[config.mk]
export PLATFORM = sky130hd
export DESIGN_NAME = bank_switch_mapper_with_scanline_irq
export DESIGN_NICKNAME = d
export VERILOG_FILES = /design/src/rtl/bsm_pkg.sv /design/src/rtl/bsm_front.sv /design/src/rtl/bsm_jobq.sv /design/src/rtl/bsm_back.sv /design/src/rtl/bank_switch_mapper_with_scanline_irq.sv
export SDC_FILE = /design/constraint.sdc
export NUM_CORES = 1
export LEC_CHECK = 0
export CAP_MARGIN = 25
export CORE_ASPECT_RATIO = 1.75
export CORE_MARGIN = 2
export CORE_UTILIZATION = 50
export DETAILED_ROUTE_END_ITERATION = 10
export DONT_BUFFER_PORTS = 1
export GPL_TIMING_DRIVEN = 0
export RECOVER_POWER = 100
export REMOVE_ABC_BUFFERS = 1
export SETUP_SLACK_MARGIN = 0.5
export SKIP_CTS_REPAIR_TIMING = 1
export SYNTH_ARGS = -nofsm -noshare
export SYNTH_HDL_FRONTEND = slang
export SYNTH_HIERARCHICAL = 1
export SYNTH_SLANG_ARGS = --single-unit
export TNS_END_PERCENT = 20
[constraint.sdc]
create_clock -name clk_i -period 12.45 [get_ports clk_i]
set_clock_uncertainty 0.2 [all_clocks]
set_input_delay 1.245 -clock clk_i [delete_from_list [all_inputs] [get_ports clk_i]]
set_output_delay 1.245 -clock clk_i [all_outputs]
set_load 0.005 [all_outputs]
[src/rtl/bsm_pkg.sv]
// Shared types and constants of the bank switch mapper.
package bsm_pkg;

  // Kind of one slot update on the result ports.
  typedef enum logic [1:0] {
    KIND_PRG    = 2'd0,
    KIND_CHR    = 2'd1,
    KIND_MIRROR = 2'd2,
    KIND_IRQ    = 2'd3
  } kind_e;

  typedef logic [7:0] bank_t;
  typedef bank_t [7:0] bank_vec_t;
  typedef bank_t [5:0] chr_regs_t;

  // One run of slot updates handed from the decoder to the sequencer.
  typedef struct packed {
    kind_e     kind;
    logic [2:0] first_slot;
    logic [2:0] last_idx;
    bank_vec_t banks;
  } job_t;

  // Configuration register indexes.
  localparam logic [1:0] CFG_PRG_COUNT   = 2'd0;
  localparam logic [1:0] CFG_CHR_PRESENT = 2'd1;
  localparam logic [1:0] CFG_FOUR_SCREEN = 2'd2;
  localparam int unsigned CFG_WIDTH      = 9;

  // Decoded bus addresses.
  localparam logic [15:0] ADDR_EXT_MODE   = 16'h5000;
  localparam logic [15:0] ADDR_BANK_SEL   = 16'h8000;
  localparam logic [15:0] ADDR_BANK_DATA  = 16'h8001;
  localparam logic [15:0] ADDR_EXT_ENABLE = 16'h8003;
  localparam logic [15:0] ADDR_MIRROR     = 16'hA000;
  localparam logic [15:0] ADDR_IRQ_COUNT  = 16'hC000;
  localparam logic [15:0] ADDR_IRQ_RELOAD = 16'hC001;
  localparam logic [15:0] ADDR_IRQ_OFF_A  = 16'hE000;
  localparam logic [15:0] ADDR_IRQ_ON_A   = 16'hE001;
  localparam logic [15:0] ADDR_IRQ_OFF_B  = 16'hE002;
  localparam logic [15:0] ADDR_IRQ_ON_B   = 16'hE003;

  // Extended-mode constants.
  localparam bank_t EXT_SEL_SLOT1  = 8'h2A;
  localparam bank_t EXT_SEL_SLOT2  = 8'h28;
  localparam bank_t EXT_BANK_SLOT1 = 8'h0F;
  localparam bank_t EXT_BANK_SLOT2 = 8'h17;
  localparam bank_t EXT_LOCK_MASK  = 8'hA0;

  localparam logic [8:0] LAST_VISIBLE_LINE = 9'd239;

endpackage

[src/rtl/bsm_front.sv]
// Front end: configuration, bus write and scanline tick decoding, mapper state and run building.
module bsm_front
  import bsm_pkg::*;
(
  input  logic                 clk_i,
  input  logic                 rst_ni,
  input  logic                 cfg_we_i,
  input  logic [1:0]           cfg_idx_i,
  input  logic [CFG_WIDTH-1:0] cfg_wdata_i,
  input  logic                 accept_i,
  input  logic                 action_i,
  input  logic [15:0]          bus_address_i,
  input  logic [7:0]           bus_data_i,
  input  logic [8:0]           line_number_i,
  input  logic                 rendering_on_i,
  output job_t                 job_o,
  output logic                 job_push_o
);

  localparam chr_regs_t CHR_RESET = {8'd7, 8'd6, 8'd5, 8'd4, 8'd2, 8'd0};

  logic [8:0] prg_count_q;
  logic       chr_present_q;
  logic       four_screen_q;

  bank_t      bank_select_q, bank_select_d;
  logic       ext_enabled_q, ext_enabled_d;
  bank_t      ext_mode_q, ext_mode_d;
  bank_t      prg_a_q, prg_a_d;
  bank_t      prg_b_q, prg_b_d;
  bank_t      ext_prg_a_q, ext_prg_a_d;
  bank_t      ext_prg_b_q, ext_prg_b_d;
  chr_regs_t  chr_q, chr_d;
  logic       irq_on_q, irq_on_d;
  bank_t      irq_count_q, irq_count_d;
  bank_t      irq_reload_q, irq_reload_d;

  bank_t      fixed2, fixed1, ext_base;
  logic [2:0] sel;
  job_t       job;
  logic       job_valid;

  // Eight 1K character slots; bit 7 of bank select swaps the two halves.
  function automatic bank_vec_t chr_layout(input logic swap, input chr_regs_t r);
    bank_vec_t lo;
    bank_vec_t v;
    lo = '0;
    v  = '0;
    lo[0] = r[0];
    lo[1] = r[0] + 8'd1;
    lo[2] = r[1];
    lo[3] = r[1] + 8'd1;
    for (int i = 0; i < 4; i++) begin
      v[i]     = swap ? r[2+i] : lo[i];
      v[4 + i] = swap ? lo[i] : r[2+i];
    end
    return v;
  endfunction

  function automatic bank_vec_t prg_four(input bank_t b0, input bank_t b1,
                                         input bank_t b2, input bank_t b3);
    bank_vec_t v;
    v = '0;
    v[0] = b0;
    v[1] = b1;
    v[2] = b2;
    v[3] = b3;
    return v;
  endfunction

  assign fixed2 = prg_count_q[7:0] - 8'd2;
  assign fixed1 = prg_count_q[7:0] - 8'd1;

  always_comb begin
    bank_select_d = bank_select_q;
    ext_enabled_d = ext_enabled_q;
    ext_mode_d    = ext_mode_q;
    prg_a_d       = prg_a_q;
    prg_b_d       = prg_b_q;
    ext_prg_a_d   = ext_prg_a_q;
    ext_prg_b_d   = ext_prg_b_q;
    chr_d         = chr_q;
    irq_on_d      = irq_on_q;
    irq_count_d   = irq_count_q;
    irq_reload_d  = irq_reload_q;
    job           = '0;
    job.kind      = KIND_PRG;
    job_valid     = 1'b0;
    sel           = bank_select_q[2:0];
    ext_base      = '0;

    if (action_i) begin
      // Scanline tick: count only on visible lines with rendering on.
      if (irq_on_q && (line_number_i <= LAST_VISIBLE_LINE) && rendering_on_i) begin
        if (irq_count_q == 8'd0) begin
          irq_count_d = irq_reload_q;
          job.kind    = KIND_IRQ;
          job_valid   = 1'b1;
        end else begin
          irq_count_d = irq_count_q - 8'd1;
        end
      end
    end else begin
      case (bus_address_i)
        ADDR_EXT_MODE: begin
          ext_mode_d = bus_data_i;
          job_valid  = 1'b1;
          job.last_idx = 3'd3;
          if (bus_data_i[7]) begin
            if (bus_data_i[5]) begin
              ext_base  = {2'b00, bus_data_i[4:1], 2'b00};
              job.banks = prg_four(ext_base, ext_base + 8'd1, ext_base + 8'd2,
                                   ext_base + 8'd3);
            end else begin
              ext_base       = {2'b00, bus_data_i[4:0], 1'b0};
              job.first_slot = 3'd1;
              job.last_idx   = 3'd1;
              job.banks[0]   = ext_base;
              job.banks[1]   = ext_base + 8'd1;
            end
          end else begin
            job.banks = prg_four(ext_prg_a_q, ext_prg_b_q, fixed2, fixed1);
          end
        end
        ADDR_BANK_SEL: begin
          ext_enabled_d = 1'b0;
          bank_select_d = bus_data_i;
          if (chr_present_q) begin
            job.kind     = KIND_CHR;
            job.last_idx = 3'd7;
            job.banks    = chr_layout(bus_data_i[7], chr_q);
            job_valid    = 1'b1;
          end
        end
        ADDR_BANK_DATA: begin
          if (ext_enabled_q) begin
            if (bank_select_q == EXT_SEL_SLOT1) begin
              job.first_slot = 3'd1;
              job.banks[0]   = EXT_BANK_SLOT1;
              job_valid      = 1'b1;
            end else if (bank_select_q == EXT_SEL_SLOT2) begin
              job.first_slot = 3'd2;
              job.banks[0]   = EXT_BANK_SLOT2;
              job_valid      = 1'b1;
            end
          end else if (sel <= 3'd5) begin
            if (chr_present_q) begin
              chr_d[sel]   = (sel <= 3'd1) ? {bus_data_i[7:1], 1'b0} : bus_data_i;
              job.kind     = KIND_CHR;
              job.last_idx = 3'd7;
              job.banks    = chr_layout(bank_select_q[7], chr_d);
              job_valid    = 1'b1;
            end
          end else begin
            if (sel == 3'd6) begin
              ext_prg_a_d = bus_data_i;
            end else begin
              ext_prg_b_d = bus_data_i;
            end
            if ((ext_mode_q & EXT_LOCK_MASK) != EXT_LOCK_MASK) begin
              if (sel == 3'd6) begin
                prg_a_d = bus_data_i;
              end else begin
                prg_b_d = bus_data_i;
              end
              job.last_idx = 3'd3;
              job_valid    = 1'b1;
              if (bank_select_q[6]) begin
                job.banks = prg_four(fixed2, prg_b_d, prg_a_d, fixed1);
              end else begin
                job.banks = prg_four(prg_a_d, prg_b_d, fixed2, fixed1);
              end
            end
          end
        end
        ADDR_EXT_ENABLE: begin
          ext_enabled_d = 1'b1;
          if (bus_data_i[7:4] == 4'd0) begin
            job.first_slot = 3'd2;
            job.banks[0]   = fixed2;
            job_valid      = 1'b1;
          end
        end
        ADDR_MIRROR: begin
          if (!four_screen_q) begin
            job.kind     = KIND_MIRROR;
            job.banks[0] = {7'd0, bus_data_i[0]};
            job_valid    = 1'b1;
          end
        end
        ADDR_IRQ_COUNT:  irq_count_d  = bus_data_i;
        ADDR_IRQ_RELOAD: irq_reload_d = bus_data_i;
        ADDR_IRQ_OFF_A, ADDR_IRQ_OFF_B: irq_on_d = 1'b0;
        ADDR_IRQ_ON_A, ADDR_IRQ_ON_B:   irq_on_d = 1'b1;
        default: ;
      endcase
    end
  end

  assign job_o      = job;
  assign job_push_o = accept_i & job_valid;

  always_ff @(posedge clk_i or negedge rst_ni) begin
    if (!rst_ni) begin
      prg_count_q   <= 9'd256;
      chr_present_q <= 1'b1;
      four_screen_q <= 1'b0;
    end else if (cfg_we_i) begin
      case (cfg_idx_i)
        CFG_PRG_COUNT:   prg_count_q   <= cfg_wdata_i;
        CFG_CHR_PRESENT: chr_present_q <= cfg_wdata_i[0];
        CFG_FOUR_SCREEN: four_screen_q <= cfg_wdata_i[0];
        default: ;
      endcase
    end
  end

  always_ff @(posedge clk_i or negedge rst_ni) begin
    if (!rst_ni) begin
      bank_select_q <= '0;
      ext_enabled_q <= 1'b0;
      ext_mode_q    <= '0;
      prg_a_q       <= 8'd0;
      prg_b_q       <= 8'd1;
      ext_prg_a_q   <= 8'd0;
      ext_prg_b_q   <= 8'd1;
      chr_q         <= CHR_RESET;
      irq_on_q      <= 1'b0;
      irq_count_q   <= '0;
      irq_reload_q  <= '0;
    end else if (accept_i) begin
      bank_select_q <= bank_select_d;
      ext_enabled_q <= ext_enabled_d;
      ext_mode_q    <= ext_mode_d;
      prg_a_q       <= prg_a_d;
      prg_b_q       <= prg_b_d;
      ext_prg_a_q   <= ext_prg_a_d;
      ext_prg_b_q   <= ext_prg_b_d;
      chr_q         <= chr_d;
      irq_on_q      <= irq_on_d;
      irq_count_q   <= irq_count_d;
      irq_reload_q  <= irq_reload_d;
    end
  end

endmodule

[src/rtl/bsm_jobq.sv]
// Small queue of pending update runs between the decoder and the sequencer.
module bsm_jobq
  import bsm_pkg::*;
#(
  parameter int unsigned DEPTH = 2
) (
  input  logic clk_i,
  input  logic rst_ni,
  input  logic push_i,
  input  job_t job_i,
  output logic full_o,
  input  logic pop_i,
  output logic valid_o,
  output job_t head_o
);

  localparam int unsigned AW = (DEPTH > 1) ? $clog2(DEPTH) : 1;
  localparam int unsigned CW = $clog2(DEPTH + 1);

  job_t          mem_q [DEPTH];
  logic [AW-1:0] wr_ptr_q, rd_ptr_q;
  logic [CW-1:0] count_q;

  function automatic logic [AW-1:0] wrap_inc(input logic [AW-1:0] p);
    return (p == AW'(DEPTH - 1)) ? '0 : p + AW'(1);
  endfunction

  assign full_o  = (count_q == CW'(DEPTH));
  assign valid_o = (count_q != '0);
  assign head_o  = mem_q[rd_ptr_q];

  always_ff @(posedge clk_i) begin
    if (push_i) begin
      mem_q[wr_ptr_q] <= job_i;
    end
  end

  always_ff @(posedge clk_i or negedge rst_ni) begin
    if (!rst_ni) begin
      wr_ptr_q <= '0;
      rd_ptr_q <= '0;
      count_q  <= '0;
    end else begin
      if (push_i) begin
        wr_ptr_q <= wrap_inc(wr_ptr_q);
      end
      if (pop_i) begin
        rd_ptr_q <= wrap_inc(rd_ptr_q);
      end
      case ({push_i, pop_i})
        2'b10:   count_q <= count_q + CW'(1);
        2'b01:   count_q <= count_q - CW'(1);
        default: count_q <= count_q;
      endcase
    end
  end

`ifndef ASSERT_OFF
  a_no_push_full: assert property (@(posedge clk_i) disable iff (!rst_ni)
    push_i |-> !full_o || pop_i) else $error("job pushed into a full queue");
  a_no_pop_empty: assert property (@(posedge clk_i) disable iff (!rst_ni)
    pop_i |-> valid_o) else $error("job popped from an empty queue");
`endif

endmodule

[src/rtl/bsm_back.sv]
// Back end: steps a run one slot update per cycle into an empty or popped output register.
module bsm_back
  import bsm_pkg::*;
(
  input  logic       clk_i,
  input  logic       rst_ni,
  input  job_t       head_i,
  input  logic       head_valid_i,
  output logic       head_pop_o,
  input  logic       pop_i,
  output logic       empty_o,
  output logic [1:0] update_kind_o,
  output logic [2:0] slot_index_o,
  output logic [7:0] bank_value_o,
  output logic       last_of_run_o
);

  logic [2:0] idx_q, idx_d;
  logic       out_valid_q, out_valid_d;
  kind_e      kind_q;
  logic [2:0] slot_q;
  bank_t      bank_q;
  logic       last_q;
  logic       emit;
  logic       is_last;

  assign emit       = head_valid_i && (!out_valid_q || pop_i);
  assign is_last    = (idx_q == head_i.last_idx);
  assign head_pop_o = emit && is_last;

  always_comb begin
    idx_d       = idx_q;
    out_valid_d = out_valid_q;
    if (pop_i) begin
      out_valid_d = 1'b0;
    end
    if (emit) begin
      out_valid_d = 1'b1;
      idx_d       = is_last ? 3'd0 : idx_q + 3'd1;
    end
  end

  always_ff @(posedge clk_i or negedge rst_ni) begin
    if (!rst_ni) begin
      idx_q       <= '0;
      out_valid_q <= 1'b0;
    end else begin
      idx_q       <= idx_d;
      out_valid_q <= out_valid_d;
    end
  end

  always_ff @(posedge clk_i) begin
    if (emit) begin
      kind_q <= head_i.kind;
      slot_q <= head_i.first_slot + idx_q;
      bank_q <= head_i.banks[idx_q];
      last_q <= is_last;
    end
  end

  assign empty_o       = !out_valid_q;
  assign update_kind_o = kind_q;
  assign slot_index_o  = slot_q;
  assign bank_value_o  = bank_q;
  assign last_of_run_o = last_q;

`ifndef ASSERT_OFF
  a_idx_in_run: assert property (@(posedge clk_i) disable iff (!rst_ni)
    head_valid_i |-> idx_q <= head_i.last_idx) else $error("slot step beyond end of run");
  a_irq_zero: assert property (@(posedge clk_i) disable iff (!rst_ni)
    (out_valid_q && kind_q == KIND_IRQ) |-> (slot_q == 3'd0 && bank_q == 8'd0 && last_q))
    else $error("malformed interrupt result");
`endif

endmodule

[src/rtl/bank_switch_mapper_with_scanline_irq.sv]
// Top level of the bank switch mapper with scanline interrupt counter.
// This block tracks the bank registers of a cartridge mapper and reports every change of
// the memory map as a run of slot updates: four 8K program slots, eight 1K character
// slots, the mirroring choice, or an interrupt request. Each input transaction is either
// a CPU bus write or an end-of-scanline tick; the last update of its run carries
// last_of_run_o, and a transaction may cause no update at all. The decoder accepts one
// transaction per clock while the job queue has room, and the sequencer delivers one
// update per clock while its output register is empty or being popped; a run holds eight
// updates for a character bank change, four for a program bank change, two for the narrow
// extended pair and one otherwise. The output register is reloaded in the same cycle its
// update is popped, so a receiver that pops every cycle sees one update per clock.
// The reset mapping itself is never reported. Configuration writes are taken at once
// and must only be made while no transaction is in flight.
module bank_switch_mapper_with_scanline_irq
  import bsm_pkg::*;
#(
  parameter int unsigned JOB_DEPTH = 2
) (
  input  logic                 clk_i,
  input  logic                 rst_ni,
  input  logic                 cfg_we_i,
  input  logic [1:0]           cfg_idx_i,
  input  logic [CFG_WIDTH-1:0] cfg_wdata_i,
  input  logic                 push,
  output logic                 full,
  input  logic                 action_i,
  input  logic [15:0]          bus_address_i,
  input  logic [7:0]           bus_data_i,
  input  logic [8:0]           line_number_i,
  input  logic                 rendering_on_i,
  output logic                 empty,
  input  logic                 pop,
  output logic [1:0]           update_kind_o,
  output logic [2:0]           slot_index_o,
  output logic [7:0]           bank_value_o,
  output logic                 last_of_run_o
);

  job_t job;
  job_t head;
  logic job_push;
  logic head_valid;
  logic head_pop;
  logic accept;

  // A transaction is taken whenever the job queue has room; state updates at once.
  assign accept = push && !full;

  bsm_front u_front (
    .clk_i          (clk_i),
    .rst_ni         (rst_ni),
    .cfg_we_i       (cfg_we_i),
    .cfg_idx_i      (cfg_idx_i),
    .cfg_wdata_i    (cfg_wdata_i),
    .accept_i       (accept),
    .action_i       (action_i),
    .bus_address_i  (bus_address_i),
    .bus_data_i     (bus_data_i),
    .line_number_i  (line_number_i),
    .rendering_on_i (rendering_on_i),
    .job_o          (job),
    .job_push_o     (job_push)
  );

  // Runs wait here so the decoder and the sequencer can stall independently.
  bsm_jobq #(
    .DEPTH (JOB_DEPTH)
  ) u_jobq (
    .clk_i   (clk_i),
    .rst_ni  (rst_ni),
    .push_i  (job_push),
    .job_i   (job),
    .full_o  (full),
    .pop_i   (head_pop),
    .valid_o (head_valid),
    .head_o  (head)
  );

  bsm_back u_back (
    .clk_i         (clk_i),
    .rst_ni        (rst_ni),
    .head_i        (head),
    .head_valid_i  (head_valid),
    .head_pop_o    (head_pop),
    .pop_i         (pop),
    .empty_o       (empty),
    .update_kind_o (update_kind_o),
    .slot_index_o  (slot_index_o),
    .bank_value_o  (bank_value_o),
    .last_of_run_o (last_of_run_o)
  );

endmodule

# After elaboration in Yosys (flattened, before gate mapping)
# Memories as Yosys holds them, arrays and structs flattened.
# Index checks and enable logic that the tools add are counted.
# totals
n_memories	1
ff_bits	146
mem_bits_rw	144
word_cells	194
output_inout_bits	16
in_bits	51
# classes
add_sub_neg	17
eq_ne	22
magnitude_cmp	6
n_reduce_logical	33
n_mux	82
bitwise_logic	5
# mem_list
name	words	word_bits	rd	rd_clocked_by_memory_dff	wr	line_no	text
u_jobq.mem_q	2	72	1	0	1	bsm_jobq.sv:20	job_t mem_q [DEPTH];
# ops
operator	count
two-way mux 8 bit	27
two-way mux 67 bit	3
case mux 59 bit (3 select lines)	1
equality test 16 bit, second input constant	10
two-way mux 70 bit	1
two-way mux 66 bit	1
two-way mux 59 bit	1
bitwise mux 48 bit	1
case mux 8 bit (5 select lines)	1
adder 8 x 1 -> 8 bit, second input constant	4
two-way mux 32 bit	1
two-way mux 15 bit	2
binary-select mux 8 bit (select 3 bit)	1
demux 8 bit (select 3 bit)	1
two-way mux 24 bit	1
AND reduction 6 bit	4
two-way mux 1 bit	21
AND reduction 3 bit	6
equality test 16 x 15 -> 1 bit, second input constant	1
equality test 8 x 6 -> 1 bit, second input constant	2
subtractor 8 x 1 -> 8 bit, second input constant	2
adder 6 x 1 -> 7 bit, second input constant	2
adder 6 x 2 -> 7 bit, second input constant	2
two-way mux 2 bit	7
other kinds (36)	62

# Logic depth before layout (Yosys ltp)
# Gate-level depths: netlist of run 1.
# depth
depth_word	12
mapped_depth	12
depth_no_buf	11

# Modules after synthesis
# The synthesis of run 1 kept the hierarchy.
# by_module_without_submodules
module	seq_area_each_um2	n_inst	cells_each	area_each_um2
bsm_front	2967.8	1	1235	10072.2
bsm_jobq	4424.2	1	240	5731.7
bsm_back	520.5	1	73	1266.2
bank_switch_mapper_with_scanline_irq	0.0	1	1	13.8

# Least setup slack after synthesis of run 1
# Ideal clock, no wire load.
# synth_timing
kind	input-to-reg
start	input port bus_address_i[1]
end	memory u_jobq/mem_q[0][0] (netlist name) (enable)
arrival_ns	5.829
stages	9
path_slack_ns	5.919
path_buffers	1
setup_time_ns	0.502
required_ns	11.748
path_cell_list	clkbuf_1 > nor4b_1 > nand4_1 > nor2_1 > o31a_1 > o31ai_1 > a21boi_0 > inv_1 > nor2_1
# synth_via
elab_chain_len	6
word_cells_on_any_way	10
classes_between	eq/ne (5); mux (4); bitwise (1)
# synth_rtl
item	line_no	text
start: declaration	bank_switch_mapper_with_scanline_irq.sv:27	input logic [15:0] bus_address_i,
equality test 16 bit / equality test 16 x 15 -> 1 bit (equally long branches)	bsm_front.sv:104	case (bus_address_i)
case mux 1 bit (5 select lines) *	bsm_front.sv:104	
two-way mux 1 bit *	bsm_front.sv:92	if (action_i) begin
bitwise AND 1 bit *	bsm_front.sv:201	assign job_push_o = accept_i & job_valid;
via job_push	bank_switch_mapper_with_scanline_irq.sv:41	logic job_push;
two-way mux 1 bit *	bsm_jobq.sv:33	if (push_i) begin
two-way mux 1 bit (implied by the code) *	bsm_jobq.sv:34	mem_q[wr_ptr_q] <= job_i;
end: declaration	bsm_jobq.sv:20	
# The timed path passes the listed nets; every way through them passes the cells marked *.

# Worst setup path in the final report of run 1
# layout_timing
start	register u_front.bank_select_q[7]
end	memory u_jobq/mem_q[0][18] (netlist name) (enable)
# layout_via
elab_chain_len	9
word_cells_on_any_way	10
classes_between	eq/ne (2); mux (7); bitwise (1)
# layout_rtl
item	line_no	text
start: declaration	bsm_front.sv:26	bank_t bank_select_q, bank_select_d;
start signal: assignment	bsm_front.sv:232	bank_select_q <= bank_select_d;
equality test 8 x 6 -> 1 bit	bsm_front.sv:141	end else if (bank_select_q == EXT_SEL_SLOT2) begin
two-way mux 1 bit	bsm_front.sv:141	
two-way mux 1 bit *	bsm_front.sv:137	if (bank_select_q == EXT_SEL_SLOT1) begin
two-way mux 1 bit *	bsm_front.sv:136	if (ext_enabled_q) begin
case mux 1 bit (5 select lines) *	bsm_front.sv:104	
two-way mux 1 bit *	bsm_front.sv:92	
bitwise AND 1 bit *	bsm_front.sv:201	
via job_push	bank_switch_mapper_with_scanline_irq.sv:41	
two-way mux 1 bit *	bsm_jobq.sv:33	
two-way mux 1 bit (implied by the code) *	bsm_jobq.sv:34	
# Marks and branches as above.

==> results of run 1 <==
power groups by stage:
stage	combinational, mW	clock (mW)	sequential, mW
final	0.0865	0.851	1.01
after global routing	0.0914	0.905	1.00
after global placement	0.0807	0	1.02
after detailed placement	0.0826	0	1.02
after floorplan	0.0562	0	1.02
after CTS	0.0833	0.869	1.01
worst reg2reg max path: stages (launching register included):
cell,delay [ns]
dfrtp_1,0.93
clkbuf_1,1.16
or3_1,0.98
o21a_1,0.25
nor2_1,0.32
o31a_1,0.25
o31ai_1,0.10
a21boi_0,0.64
inv_1,0.17
nor2_1,1.03
clkbuf_1,1.24
buf_12,0.33
cell usage after synthesis, drive strengths merged, types with 6 or more instances:
cell type  count
nand3         24
mux2i         61
dfstp         12
or2            7
inv           26
mux4          16
a211oi        14
a21oi         95
nor2         129
nand4          9
nor2b         10
o22ai         25
a221oi        10
xor2          26
nor3b          7
o21ai         82
nor3          24
nor4           9
o211ai        23
dfrtp        114
or3            7
edfxtp       158
nand2        133
xnor2         24
and2           8
a2bb2oi        6
nand2b        14
buf           40
a22oi         15
mux2         197
a21o           7
clkbuf        94
ha            12
a31oi         19
logic make-up after synthesis:
family / Yosys count / synth area share, %
AO/OA/AOI/OAI: 360 / 13.6
XOR/XNOR: 50 / 2.56
adder cells (fa/ha/maj): 13 / 0.996
buffers and inverters: 161 / 4.53
flip-flops: 284 / 46.3
multiplexers: 274 / 20.5
other: 1 / 0.0220
AND/OR/NAND/NOR: 406 / 11.5
metal layers:
layer  global-route usage (%)  wire length [um]  part of all wire [%]  up-vias
li1                         -                 -                     -     5598
met1                     34.2             18800                    37     6028
met2                     48.3             25600                    51      543
met3                     2.81              2650                   5.3      156
met4                     15.5              3350                   6.6        0
met5                        0                 0                     0        -
worst paths after layout:
kind | slack (ns) | cells past startpoint | endpoint | startpoint
setup / recovery | 4.51 | 11 | u_jobq/mem_q[0][18] | u_front/bank_select_q[7]
hold / removal | 0.19 | 0 | u_front/chr_q[30] | rst_ni
setup reg to reg | 4.51 | 11 | u_jobq/mem_q[0][18] | u_front/bank_select_q[7]
hold reg to reg | 0.28 | 2 | u_front/ext_prg_a_q[4] | u_front/ext_prg_a_q[4]
max in group asynchronous | 11.57 | 0 | u_front/chr_present_q | rst_ni
min in group clk_i | 0.28 | 2 | u_front/ext_prg_a_q[4] | u_front/ext_prg_a_q[4]
area by class of cell:
| class | count | share of cell area, % |
|---|---|---|
| multi-input cells | 1104 | 46.0 |
| flip-flops and latches | 284 | 43.9 |
| clock buffers | 39 | 4.22 |
| well taps | 455 | 3.16 |
| repair buffers | 23 | 1.42 |
| clock inverters | 11 | 0.770 |
| inverters | 27 | 0.569 |
per-stage QoR:
| step | instances | cell area [um^2] |
|---|---|---|
| 2_1_floorplan | 1415 | 16400 |
| 3_3_place_gp | 1870 | 17000 |
| 3_5_place_dp | 1890 | 17400 |
| 4_1_cts | 1940 | 18300 |
| 5_1_grt | 1943 | 18000 |
| 6_report | 1943 | 18000 |
==> metrics.txt, run 1 <==
outcome=complete, but fails checks; failing checks=capacitance limit, slew limit; Netlist cell types=86; maximum clock frequency=about 0.13 GHz; share of cells above drive strength 1=between 10% and 20%; Final Cycle Share=approximately 64%; die width=144 um; CP endpoint kind=flip-flop; Die Area=roughly 36000 um^2; Top FF cell, synth=edfxtp_1; dpl ws=between 7 and 8 ns; Pins Over Slew Limit=approximately 240; Avg Synthesized Cell Area=11.0 um^2; P_leak=between 7 and 8 nW; H-tree level count=1; FFs w/ async S/R, synth=44.4%; nature of the critical path startpoint=flip-flop; Final ANT Viol Nets=0; RSZ-0062 raised after global routing=false; most frequent cells in the layout=158 x edfxtp_1, 133 x nand2_1, 128 x nor2_1; sum of net half-perimeters after detailed placement=roughly 35000 um; Buf+Inv Stages, Crit Path=4; max reg flops=~140; synth top area cells=edfxtp_1 28%, dfrtp_1 17%, mux2_2 7.9%; cell-internal power=around 1.5 mW; area of the multi-input gates=8290 um^2; final total power=about 1.9 mW; switch share=around 22%; Final Wtd Congestion=0.950; Port Buffers=0; Sequential cell area=about 7900 um^2; Synth warnings=6; first-pass GRT wire length=75700 um; post-synth top area cell=edfxtp_1; arrival time at the worst endpoint=7.98 ns; max cap viols=9; Seq cells post-synth=about 280; core area=33700 um^2; hold violation total from the final report=0; Post-synth EDFFs=158; initial antenna violation count=0; Area Growth Syn to Fin=5.56%; CTS tree=built; vias in the first global route=around 12000; Rel. slew slack=-144%; vias=about 12000; CP Max Fanout=55; Setup violations, final=0; CTS sink cnt=between 200 and 300; Req. time, crit path=about 12 ns; Initial Util=50.6%; most common cell after layout, fill and taps aside=edfxtp_1; crit path max-delay cell type=clkbuf_1; deepest clock path buffer count=3; DRC Markers=0; nets@finish=about 1500; Crit Path Class=flip-flop to flip-flop; Die Y=around 250 um; VDD IR max=roughly 0.096 mV; synthesized cell area=approximately 17000 um^2; Seq pwr share=approximately half; Total Wirelength=50300 um; Clock power frac=between 40% and 50%; worst hold slack=just under 0.2 ns; maximum number of pins on one net before global-route repair=between 100 and 150; grt ovf=0; biggest regs=u_jobq/mem_q: 144 flops, u_front/chr_q: 48 flops; Syn Inst Count=between 1500 and 2000; Ant. Diodes=0; pwr dens=between 100 and 150 nW/um^2; NetSw=roughly 0.43 mW; Setup TNS=0 ns; row count=89; Total Routing Usage GR=between 20 and 30%; sequential-to-total area share from yosys stat=46.3%; Logic pwr share=under 10%; Starting DRT DRC Count=around 1300; Worst path top cell family by delay=buffers and inverters; crit path cell chain=clkbuf_1 > or3_1 > o21a_1 > nor2_1 > o31a_1 > o31ai_1 > a21boi_0 > inv_1 > nor2_1 > clkbuf_1 > buf_12; I/O pins=67; Tightest Pin Transition=about 3.7 ns; post-layout min period=7.94 ns; clk slew on worst S/H paths=approximately 0.070 ns; CTS buffer count=27; CP max stage delay=1.24 ns; top-area cell type share of the netlist area=27.8%; final worst setup slack=4.51 ns; Core Util, Final=a little over half; total iterations of the first detailed-routing run=6; fillers=between 3000 and 4000; Top reg by flops=u_jobq/mem_q; worst hold path class=primary input to async pin; vias per inst=between 6 and 7; Worst-Skew Late Latency=roughly 0.57 ns; root buffer cell=clkbuf_16; wire length per cell=around 26 um
Note: power is estimated with default switching activity, not from simulation.
==> run 2, diff against run 1 <==
- PLACE_DENSITY: not set -> 0.68
- clock period: 12.45 -> 6.4 ns (I/O delays scaled with it)
==> metrics.txt, run 2 (synthesis gave the netlist of run 1 again) <==
worst hold path class=primary input to flip-flop; area of the multi-input gates=8300 um^2; P_leak=around 7 nW; Final Cell Area=18200 um^2; most common cell after layout, fill and taps aside=edfxtp_1; Buf+Inv Stages, Crit Path=1; share of cells above drive strength 1=between 10% and 20%; Final Wtd Congestion=1.02; Worst Hold Depth=2; Ant. Diodes=0; maximum number of pins on one net before global-route repair=around 140; vias=12600; I/O pins=67; initial antenna violation count=0; CP endpoint kind=flip-flop; deepest clock path buffer count=3; arrival time at the worst endpoint=5.39 ns; Req. time, crit path=6.51 ns; failing checks=capacitance limit, slew limit; reg2reg end=u_back/bank_value_o[6]; vias in the first global route=12500; reg2reg start=u_jobq/rd_ptr_q; Final Cycle Share=82.5%; fillers=2861; CTS tree=built; core area=33700 um^2; max cap viols=8; Pins Over Slew Limit=310; Die Y=249 um; total iterations of the first detailed-routing run=6; R2R depth=4; DRC Markers=0; worst hold start=bus_data_i[2]; Starting DRT DRC Count=roughly 1400; Total Wirelength=between 40000 and 50000 um; max reg flops=around 140; placed cell area=around 17000 um^2; hold path endpoint=u_front/ext_prg_b_q[2]; RSZ-0062 raised after global routing=false; crit path max-delay cell type=dlymetal6s2s_1; biggest regs=u_jobq/mem_q: 144 flops, u_front/chr_q: 48 flops; pwr dens=around 210 nW/um^2; CTS sink cnt=between 200 and 300; row count=89; vias per inst=6.48; Worst-Skew Late Latency=around 0.56 ns; post-route met1 wirelength=18000 um; Port Buffers=0; Sequential cell area=7920 um^2; Top reg by flops=u_jobq/mem_q; nets@finish=between 1500 and 2000; Crit Path Class=flip-flop to flip-flop; final worst setup slack=between 1 and 1.5 ns; Tightest Pin Transition=roughly 3.4 ns; Setup TNS=0 ns; Met2 Wirelength=25000 um; H-tree level count=1; Die Area=roughly 36000 um^2; WL met3=3110 um; flop-to-flop setup slack=roughly 1.1 ns; clk slew on worst S/H paths=around 0.070 ns; Rel. slew slack=-129%; root buffer cell=clkbuf_16; post-layout min period=approximately 5.3 ns; nature of the critical path startpoint=flip-flop; Worst path top cell family by delay=buffers and inverters; die width=roughly 140 um; maximum clock frequency=0.189 GHz; DR top layer=met4; sum of net half-perimeters after detailed placement=roughly 35000 um; VDD IR max=0.237 mV; hold violation total from the final report=0; Total Routing Usage GR=between 20% and 30%; outcome=complete, but fails checks; grt ovf=0; wire length per cell=25.7 um; CP max stage delay=roughly 2.3 ns; Initial Util=about half; dpl ws=1.69 ns; CP Max Fanout=50; Final ANT Viol Nets=0; CTS buffer count=27; Area Growth Syn to Fin=6.25%; first-pass GRT wire length=75200 um; crit path cell chain=dlymetal6s2s_1 > mux2_2 > mux4_2 > mux2_1; most frequent cells in the layout=158 x edfxtp_1, 133 x nand2_1, 127 x nor2_1; final total power=~3.8 mW; Core Util, Final=between 50% and 60%; Setup violations, final=0
run 2: changes by cell type in the layout (fill, tap and decap cells not counted), sizes merged:
| cell | delta |
|---|---|
| dlygate4sd3 | +1 |
| clkinvlp | +1 |
| buf | +2 |
| clkbuf | -9 |
| dlymetal6s2s | +1 |
| bufinv | +2 |
run 2: how the worst max path moves through the flow:
stage	start	to	slack, ns	cells past startpoint
6_report	u_jobq/rd_ptr_q	u_back/bank_value_o[6]	1.12	4
5_1_grt	u_jobq/rd_ptr_q	u_back/bank_value_o[6]	0.82	4
4_1_cts	u_front/bank_select_q[2]	u_jobq/mem_q[0][26]	1.85	10
3_5_place_dp	bus_address_i[9]	u_jobq/mem_q[0][7]	1.69	10
3_3_place_gp	u_front/bank_select_q[1]	u_jobq/mem_q[0][27]	-3.18	6
2_1_floorplan	u_front/bank_select_q[7]	u_jobq/mem_q[0][0]	-0.18	8
run 2: where the power goes:
group          internal (mW)  leakage (nW)  switching, mW
Combinational         0.0623          3.24          0.112
Sequential              1.93          3.46         0.0281
Clock                   1.01         0.452          0.707
Total                   3.00          7.15          0.848
run 2: metal layers:
| metal | track usage (%) | vias up |
|---|---|---|
| li1 | - | 5591 |
| met1 | 33.0 | 6185 |
| met2 | 47.0 | 620 |
| met4 | 18.2 | 0 |
| met3 | 3.24 | 190 |
| met5 | 0 | - |
run 2: final cells by class:
type / count / area share (%)
inverter: 27 / 0.565
sequential: 284 / 43.6
clock buffer: 35 / 4.00
tap: 455 / 3.14
multi-input combinational: 1104 / 45.7
clock inverter: 14 / 1.20
timing repair buffer: 22 / 1.79
run 2: worst register-to-register path, delay by kind of cell, from the launching register on:
kind,cells,cell delay (ns)
buffers and inverters,1,2.29
muxes,3,1.31
DFF,1,1.23
run 2: metrics by stage:
| stage | hold slack (ns) | std cells |
|---|---|---|
| 6_report | 0.0271 | 1941 |
| 5_1_grt | 0.0153 | 1941 |
| 4_1_cts | -0.434 | 1938 |
| 3_5_place_dp | 0.152 | 1889 |
| 3_3_place_gp | 0.151 | 1870 |
| 2_1_floorplan | 0.144 | 1415 |
==> run 3, diff against run 2 <==
- PLACE_DENSITY: 0.68 -> not set
- clock period: 6.4 -> 5 ns (I/O delays scaled with it)
==> metrics.txt, run 3 (synthesis gave the netlist of run 1 again) <==
outcome=complete, but fails checks; failing checks=hold timing, capacitance limit, slew limit; die width=around 140 um; Final Cell Area=between 15000 and 20000 um^2; vias in the first global route=12200; hold violation total from the final report=1; nets@finish=1556; Pins Over Slew Limit=70; nature of the critical path startpoint=flip-flop; Final Wtd Congestion=between 0.9 and 1; Tightest Pin Transition=1.97 ns; post-layout min period=~4.6 ns; RSZ-0062 raised after global routing=false; maximum number of pins on one net before global-route repair=between 100 and 150; deepest clock path buffer count=3; first-pass GRT wire length=roughly 76000 um; most frequent cells in the layout=158 x edfxtp_1, 133 x nand2_1, 126 x nor2_1; grt ovf=0; H-tree level count=1; dpl ws=~0.22 ns; Final ANT Viol Nets=0; CTS buffer count=27; Crit Path Class=flip-flop to flip-flop; DRC Markers=0; initial antenna violation count=1; most common cell after layout, fill and taps aside=edfxtp_1; Worst-Skew Late Latency=about 0.57 ns; CP endpoint kind=flip-flop; CTS tree=built; vias=between 10000 and 15000; Area Growth Syn to Fin=7.57%; P_leak=about 7.2 nW; Req. time, crit path=5.23 ns; vias per inst=roughly 6.4; CTS sink cnt=approximately 280; Port Buffers=0; wire length per cell=approximately 26 um; max cap viols=4; Die Y=between 200 and 250 um; biggest regs=u_jobq/mem_q: 144 flops, u_front/chr_q: 48 flops; placed cell area=17400 um^2; total iterations of the first detailed-routing run=8; Initial Util=50.6%; Top reg by flops=u_jobq/mem_q; Rel. slew slack=-32.4%; final worst setup slack=between 0.4 and 0.5 ns; share of cells above drive strength 1=approximately 18%; Total Routing Usage GR=about 28%; arrival time at the worst endpoint=4.80 ns; I/O pins=67; worst hold path class=primary input to flip-flop; root buffer cell=clkbuf_16; sum of net half-perimeters after detailed placement=around 35000 um; CP Max Fanout=25; max reg flops=roughly 140; final total power=4.90 mW; pwr dens=267 nW/um^2; crit path cell chain=nand2_1 > and2_0 > nand4_1 > clkbuf_1 > nor3_1 > mux2_2; Die Area=~36000 um^2; worst hold slack=-0.00130 ns; core area=around 34000 um^2; Setup violations, final=0; crit path max-delay cell type=nor3_1; row count=89; Final Cycle Share=between 90 and 100%; maximum clock frequency=between 0.2 and 0.25 GHz; Total Wirelength=52000 um; clk slew on worst S/H paths=around 0.060 ns; CP max stage delay=1.28 ns; VDD IR max=around 0.24 mV; Starting DRT DRC Count=1255
run 3: critical path: cells and delay by family (launching register included):
family | cells | cell delay, ns
mux | 1 | 0.43
simple gates | 4 | 2.57
flops | 1 | 0.75
buf+inv | 1 | 0.49
run 3: final timing paths:
check,slack [ns],endpoint,from,cells after the start
worst max-delay path,0.43,u_front/chr_q[20],u_front/bank_select_q[2],6
worst min register to register,0.28,u_jobq/count_q[1],u_jobq/count_q[1],1
min in group asynchronous,0.32,u_front/chr_q[30],rst_ni,2
worst max register to register,0.43,u_front/chr_q[20],u_front/bank_select_q[2],6
max in group asynchronous,3.57,u_front/bank_select_q[7],rst_ni,2
worst min-delay path,-0.001,u_front/irq_count_q[0],action_i,3
run 3: metal layers:
layer  wire, um  track usage, %  part of all wire (%)
met1      19300            34.2                    37
met2      26300            48.3                    51
met3       2960            2.81                   5.7
met4       3430            15.5                   6.6
met5          0               0                     0
run 3: layout make-up:
class / count / area, um^2
multi-input combinational: 1104 / 8310
tap: 455 / 569
fill: 2983 / 15400
timing repair buffer: 48 / 569
antenna: 2 / 5.00
sequential: 284 / 7920
clock buffer: 39 / 761
clock inverter: 11 / 139
inverter: 27 / 103
run 3: power breakdown:
group          internal (mW)  total, mW  switching [mW]
Clock                   1.21       2.12           0.912
Sequential              2.47       2.50          0.0327
Combinational         0.0952      0.272           0.177
run 3: through the flow:
stage | utilization (%) | setup TNS (ns) | hold WS [ns] | instances
floorplan | - | -123.51 | 0.00441 | 1415
global placement | 50.3 | -931.60 | 0.0110 | 1870
detailed placement | 51.5 | 0 | 0.0120 | 1890
CTS | 54.1 | 0 | -0.584 | 1940
global route | 54.5 | 0 | 0.00263 | 1969
finish | 54.5 | 0 | -0.00130 | 1970
